File: src/q2e_pkg.sv
// ----------------------------------------------------------------------------
// q2e_pkg: shared types, constants and functions
// Fixed-point formats, request/result structs and CORDIC constants for the
// quaternion to Euler angle converter.
// ----------------------------------------------------------------------------
package q2e_pkg;

    // Input component width and number of CORDIC micro-rotations
    localparam int CW    = 32;
    localparam int STEPS = 28;

    // Internal formats
    localparam int OPW   = 56;              // atan2 operand, Q.50
    localparam int XW    = 60;              // CORDIC x/y datapath
    localparam int ZW    = 64;              // CORDIC angle, Q.60
    localparam int SHW   = $clog2(STEPS);   // shift index
    localparam int SQD   = 31;              // root digits of a 61-bit radicand
    localparam int RADW  = 2 * SQD;         // radicand bits
    localparam int REMW  = SQD + 3;         // partial remainder

    localparam logic signed [ZW-1:0] PI_Q60  = 64'sh3243F6A8885A308D;
    localparam logic signed [63:0]   ONE_Q58 = 64'sd1 <<< 58;

    typedef struct packed {
        logic signed [CW-1:0] quat_w;
        logic signed [CW-1:0] quat_x;
        logic signed [CW-1:0] quat_y;
        logic signed [CW-1:0] quat_z;
    } t_quat_req;

    typedef struct packed {
        logic signed [31:0] roll_angle;
        logic signed [31:0] pitch_angle;
        logic signed [31:0] yaw_angle;
        logic               pitch_clamped;
    } t_euler_res;

    // One CORDIC lane in flight
    typedef struct packed {
        logic signed [XW-1:0] x;
        logic signed [XW-1:0] y;
        logic signed [ZW-1:0] z;
        logic                 zero;
    } t_cordic_lane;

    // One square-root lane in flight
    typedef struct packed {
        logic [REMW-1:0] rem;
        logic [SQD-1:0]  root;
        logic [RADW-1:0] rad;
    } t_sqrt_lane;

    // Operands waiting beside the square root
    typedef struct packed {
        logic signed [OPW-1:0] roll_y;
        logic signed [OPW-1:0] roll_x;
        logic signed [OPW-1:0] yaw_y;
        logic signed [OPW-1:0] yaw_x;
        logic signed [OPW-1:0] sin_y;
        logic                  clamp;
    } t_side;

    // Component to Q2.30
    function automatic logic signed [31:0] to_q30(input logic signed [CW-1:0] v);
        logic signed [CW+31:0] ext;
        ext = {{32{v[CW-1]}}, v};
        if (CW >= 32) begin
            ext = ext >>> (CW - 32);
        end else begin
            ext = ext <<< (32 - CW);
        end
        return ext[31:0];
    endfunction

    // Long division, elaboration only
    function automatic logic [63:0] udiv64(input logic [63:0] num, input logic [63:0] den);
        logic [63:0] rem;
        logic [63:0] quo;
        rem = '0;
        quo = '0;
        for (int b = 63; b >= 0; b--) begin
            rem = {rem[62:0], num[b]};
            if (rem >= den) begin
                rem = rem - den;
                quo[b] = 1'b1;
            end
        end
        return quo;
    endfunction

    // atan(2^-i) in Q.60 from the series, terms truncated in Q.62
    function automatic logic signed [ZW-1:0] atan_q60(input int i);
        logic [63:0] sum;
        logic [63:0] term;
        logic        add;
        sum = '0;
        add = 1'b1;
        if (i == 0) begin
            return PI_Q60 >>> 2;
        end
        for (int n = 1; n < 64; n += 2) begin
            if (i * n <= 62) begin
                term = udiv64(64'd1 << (62 - i * n), 64'(n));
                sum  = add ? sum + term : sum - term;
                add  = ~add;
            end
        end
        return ZW'(sum >> 2);
    endfunction

    // Quadrant fold before the rotations
    function automatic t_cordic_lane prerot(input logic signed [OPW-1:0] y,
                                            input logic signed [XW-1:0]  x);
        t_cordic_lane l;
        l.x    = x;
        l.y    = XW'(y);
        l.z    = '0;
        l.zero = (x == '0) && (y == '0);
        if (x[XW-1]) begin
            l.z = y[OPW-1] ? -PI_Q60 : PI_Q60;
            l.x = -l.x;
            l.y = -l.y;
        end
        return l;
    endfunction

    // Round Q.60 half up to Q3.29
    function automatic logic signed [31:0] round_q29(input t_cordic_lane l);
        logic signed [ZW-1:0] rz;
        rz = l.z + (ZW'(1) <<< 30);
        return l.zero ? 32'sd0 : rz[62:31];
    endfunction

endpackage

File: src/q2e_sqrt_cell.sv
// ----------------------------------------------------------------------------
// q2e_sqrt_cell: one digit of the integer square root
// Restoring digit step; takes two radicand bits, yields one root bit.
// ----------------------------------------------------------------------------
module q2e_sqrt_cell (
    input  logic                  i_clk,
    input  q2e_pkg::t_sqrt_lane   i_lane,
    output q2e_pkg::t_sqrt_lane   o_lane
);
    import q2e_pkg::*;

    t_sqrt_lane      r_lane;
    t_sqrt_lane      n_lane;
    logic [REMW-1:0] rem_sh;
    logic [REMW-1:0] trial;

    always_comb begin
        rem_sh     = {i_lane.rem[REMW-3:0], i_lane.rad[RADW-1 -: 2]};
        trial      = REMW'({i_lane.root, 2'b01});
        n_lane.rad = {i_lane.rad[RADW-3:0], 2'b00};
        if (rem_sh >= trial) begin
            n_lane.rem  = rem_sh - trial;
            n_lane.root = {i_lane.root[SQD-2:0], 1'b1};
        end else begin
            n_lane.rem  = rem_sh;
            n_lane.root = {i_lane.root[SQD-2:0], 1'b0};
        end
    end

    always_ff @(posedge i_clk) begin
        r_lane <= n_lane;
    end

    assign o_lane = r_lane;

endmodule

File: config.mk
export PLATFORM = sky130hd
export DESIGN_NAME = q2e_sqrt_cell
export DESIGN_NICKNAME = d
export VERILOG_FILES = /design/src/q2e_pkg.sv /design/src/q2e_sqrt_cell.sv
export SDC_FILE = /design/constraint.sdc
export NUM_CORES = 1
export LEC_CHECK = 0
export BUFFER_PORTS_ARGS = -buffer_cell sky130_fd_sc_hd__buf_4
export CAP_MARGIN = 30
export CELL_PAD_IN_SITES_DETAIL_PLACEMENT = 0
export CELL_PAD_IN_SITES_GLOBAL_PLACEMENT = 2
export CORE_AREA = 2 2 150 152
export CTS_CLUSTER_DIAMETER = 50
export DETAILED_ROUTE_END_ITERATION = 8
export DIE_AREA = 0 0 152 154
export PLACE_DENSITY = 0.83
export RECOVER_POWER = 25
export SLEW_MARGIN = 30
export SYNTH_ARGS = -nofsm -noshare
export SYNTH_HDL_FRONTEND = slang
export SYNTH_SLANG_ARGS = --single-unit
export TNS_END_PERCENT = 5
File: constraint.sdc
create_clock -name i_clk -period 2.2 [get_ports i_clk]
set_clock_uncertainty 0.05 [all_clocks]
set_input_delay 0.11 -clock i_clk [delete_from_list [all_inputs] [get_ports i_clk]]
set_output_delay 0.11 -clock i_clk [all_outputs]
set_load 0.02 [all_outputs]
; ---- Word level (Yosys, flattened, before mapping)
; Cells that the tools add are included.
[totals]
register_bits = 125
output_inout_bits = 127
[classes]
add_sub_neg = 1
magnitude_cmp = 1
muxes = 1
[op_table]
columns = op, count
row1 = 2-to-1 mux 65 bit, 1
row2 = >= comparator 34 x 33 -> 1 bit, 1
row3 = subtractor 34 x 33 -> 34 bit, 1

; ---- Depth between registers and ports, before layout
[logic_depth]
word_depth = 2
mapped_depth = 14
ltp_nobuf = 11

; ---- Least setup slack after synthesis
; OpenSTA, ideal clock, no wires.
[synth_timing]
kind = input-to-reg
startpoint = input i_lane[62] (netlist bit)
endpoint = register r_lane (netlist bit o_lane[125])
arrival_time_ps = 2129
t_required_ps = 2033
path_slack_ps = -97
cell_stages = 11
path_buffers = 1
path_cell_list = inv_1 ha_1 nor2b_4 o31a_1 o31ai_2 a21oi_2 o211a_4 o21ai_4 buf_6 a31oi_1 a32o_1
[synth_lines]
columns = element, line
row1 = "start, declared", q2e_sqrt_cell.sv:7  ; input q2e_pkg::t_sqrt_lane i_lane,
row2 = "end signal, assigned", q2e_sqrt_cell.sv:31  ; r_lane <= n_lane;
row3 = "end, declared", q2e_sqrt_cell.sv:12  ; t_sqrt_lane r_lane;

==> metrics.txt <==
Setup crit end kind register; Top FF cell, synth dfxtp_1; design area between 9000 and 10000 sq um; H-tree Lvls 4; Max stage delay on crit path ~0.56 ns; die footprint about 23000 sq um; Yosys cell types slightly below 60; # fillers 2106; Vias/cell about 4.2; routed via count roughly 5400; crit-path max FO 10; Syn Area/Cell just under 10 sq um; cells along the critical path dlygate4sd3_1, buf_4, ha_1, nor3_1, a31o_2, nand3_1, o21ai_4, inv_2, buf_12, and4_1, nor3_1; fin crit period roughly 2.1 ns; multi-input logic area around 2200 sq um; Largest register FFs 125; post-synthesis cell count 508; Initial Utilization 0.229; first-pass GRT wire length 28.7 mm; Final ANT Viol Nets 0; Die Span Y about 150 microns; grt ovf 0; CP Class input port to register; CTS Buf Count 17; YS warnings 0; GPL Wtd Cong slightly above 0.8; Sinks on Clock Net roughly 130; synth-to-layout area growth 98.0%; Seq/Total Area, Yosys 0.505; IO Count 255; Inst Count DP ~1100; Slowest-stage cell, CP dlygate4sd3_1; pin count of the biggest net entering global routing 29; PD cells around 770 nW/um^2; Util after Layout 0.452; Die X ~150 microns; WP data required about 2.5 ns; Lkg Pwr around 4.8 nW; DR DRC count 0; fmax ~0.47 GHz; placed inst area 7960 sq um; Max VDD drop 460 uV; worst hold slack ~0.025 ns; CTS max path bufs 2; Buf+Inv Stages, Crit Path 4; CP arrival approximately 2.4 ns; Final setup viols 0; Final Hold Viols 0; register area roughly 2500 sq um; cell family with the largest share of critical-path delay buffers and inverters; ratio of cells with drive above 1 in the final layout 0.415; register bit count reported by yosys 125; synthesized area 4960 sq um; input/output buffers 250; Clock transition at path regs 0.06 ns; gr usage total 0.154; DP HPWL 13.7 mm; CTS tree done; status completed; number of synthesized flops with an enable pin 0; core area ~22000 sq um; nets between 1000 and 1500; Slew Viols, Final 0; worst min path class input port to register; Initial DRC Count 210; Fin Setup TNS 0 ns; Overall Power 7.59 mW; vias in the first global route between 5000 and 6000; Post-synth ARST share 0; WL final 18.0 mm; CP startpoint kind input port; ant diodes 0; Final Instance Count excl. Fillers 1288; DR WL/cell between 10 and 15 microns; initial antenna violation count 0; clk root buf clkbuf_16; setup bufs post-CTS 0; First-pass DRT Iterations 5; CP most frequent cell nor3_1; max-cap violations 0; site row count 54; Final period util 0.960; dpl ws -0.399 ns; RSZ-0062 raised after global routing no; Final WS setup between 0.08 and 0.09 ns
==> cell type report <==
| class | count | area share |
|---|---|---|
| flip-flops and latches | 125 | 0.255 |
| clock inverters | 15 | 0.0172 |
| repair buffers | 483 | 0.404 |
| well taps | 280 | 0.0357 |
| inverters | 44 | 0.0168 |
| clock buffers | 17 | 0.0434 |
| multi-input cells | 324 | 0.228 |
==> worst paths after layout <==
path               startpoint                  end  cells past startpoint
hold / removal    i_lane[100]  o_lane[102]$_DFF_P_                      4
setup / recovery  i_lane[123]  o_lane[119]$_DFF_P_                     11
==> power by group <==
group / internal [mW] / leakage, nW / switching, mW
logic: 1.10 / 3.44 / 1.04
registers: 2.50 / 1.05 / 0.0674
clock network: 1.62 / 0.290 / 1.27
==> layout by cell type, fill, tap and decap left out, drive strengths merged, types with 7 or more instances in the layout <==
master,instances
xnor2,10
nand2,37
dlygate4sd3,122
nor3,10
clkbuf,77
inv,54
buf,301
a21o,16
o31ai,8
ha,33
nand3,13
a21oi,44
nor2,40
a211oi,7
o21ai,26
xor2,12
dfxtp,125
==> repair_timing <==
| action | 4_1_cts | 5_1_grt |
|---|---|---|
| gates resized for setup | 0 | 6 |
| hold buffers | 122 | 0 |
| endpoints found under the setup margin | 0 | 16 |
| hold endpoints to repair | 122 | 0 |
==> synthesized netlist by cell type (3+ instances only) <==
cell	n	share of area
a211oi_1	7	0.011
a21o_1	16	0.024
a21oi_1	40	0.040
a21oi_2	4	0.0071
a31oi_1	4	0.0050
and3_1	5	0.0063
and4_1	3	0.0053
buf_4	4	0.0061
buf_6	5	0.011
clkbuf_1	6	0.0045
dfxtp_1	125	0.50
ha_1	33	0.083
inv_1	43	0.033
nand2_1	37	0.028
nand2b_1	4	0.0050
nand3_1	13	0.013
nand4_1	6	0.0076
nor2_1	38	0.029
nor3_1	10	0.010
o211ai_1	5	0.0076
o21a_1	4	0.0061
o21ai_0	22	0.022
o31ai_1	6	0.0091
or3_1	6	0.0076
xnor2_1	10	0.018
xor2_1	12	0.021
==> cells by family (layout without fill, tap and decap cells) <==
logic type	count (synthesis)	count (layout)	synth area share
adders and majority gates	33	33	0.0833
DFF	125	125	0.505
muxes	3	3	0.00631
other	1	2	0.000757
and+or+nand+nor	131	131	0.126
buffers and inverters	60	559	0.0563
AOI/OAI and AO/OA	133	133	0.184
xor gates and xnor gates	22	22	0.0389
==> metal layers <==
| layer | global-route usage | routed length, microns | vias to the layer above |
|---|---|---|---|
| li1 | - | - | 2743 |
| met4 | 0.0463 | 234 | 0 |
| met1 | 0.192 | 8190 | 2430 |
| met2 | 0.263 | 8580 | 175 |
| met3 | 0.0383 | 956 | 20 |
| met5 | 0 | 0 | - |
==> worst min-delay path: stages <==
cell and delay [ns]:
buf_4 0.10, buf_4 0.09, nor2_1 0.03, a21oi_1 0.11
Note: power is estimated with default switching activity, not from simulation.
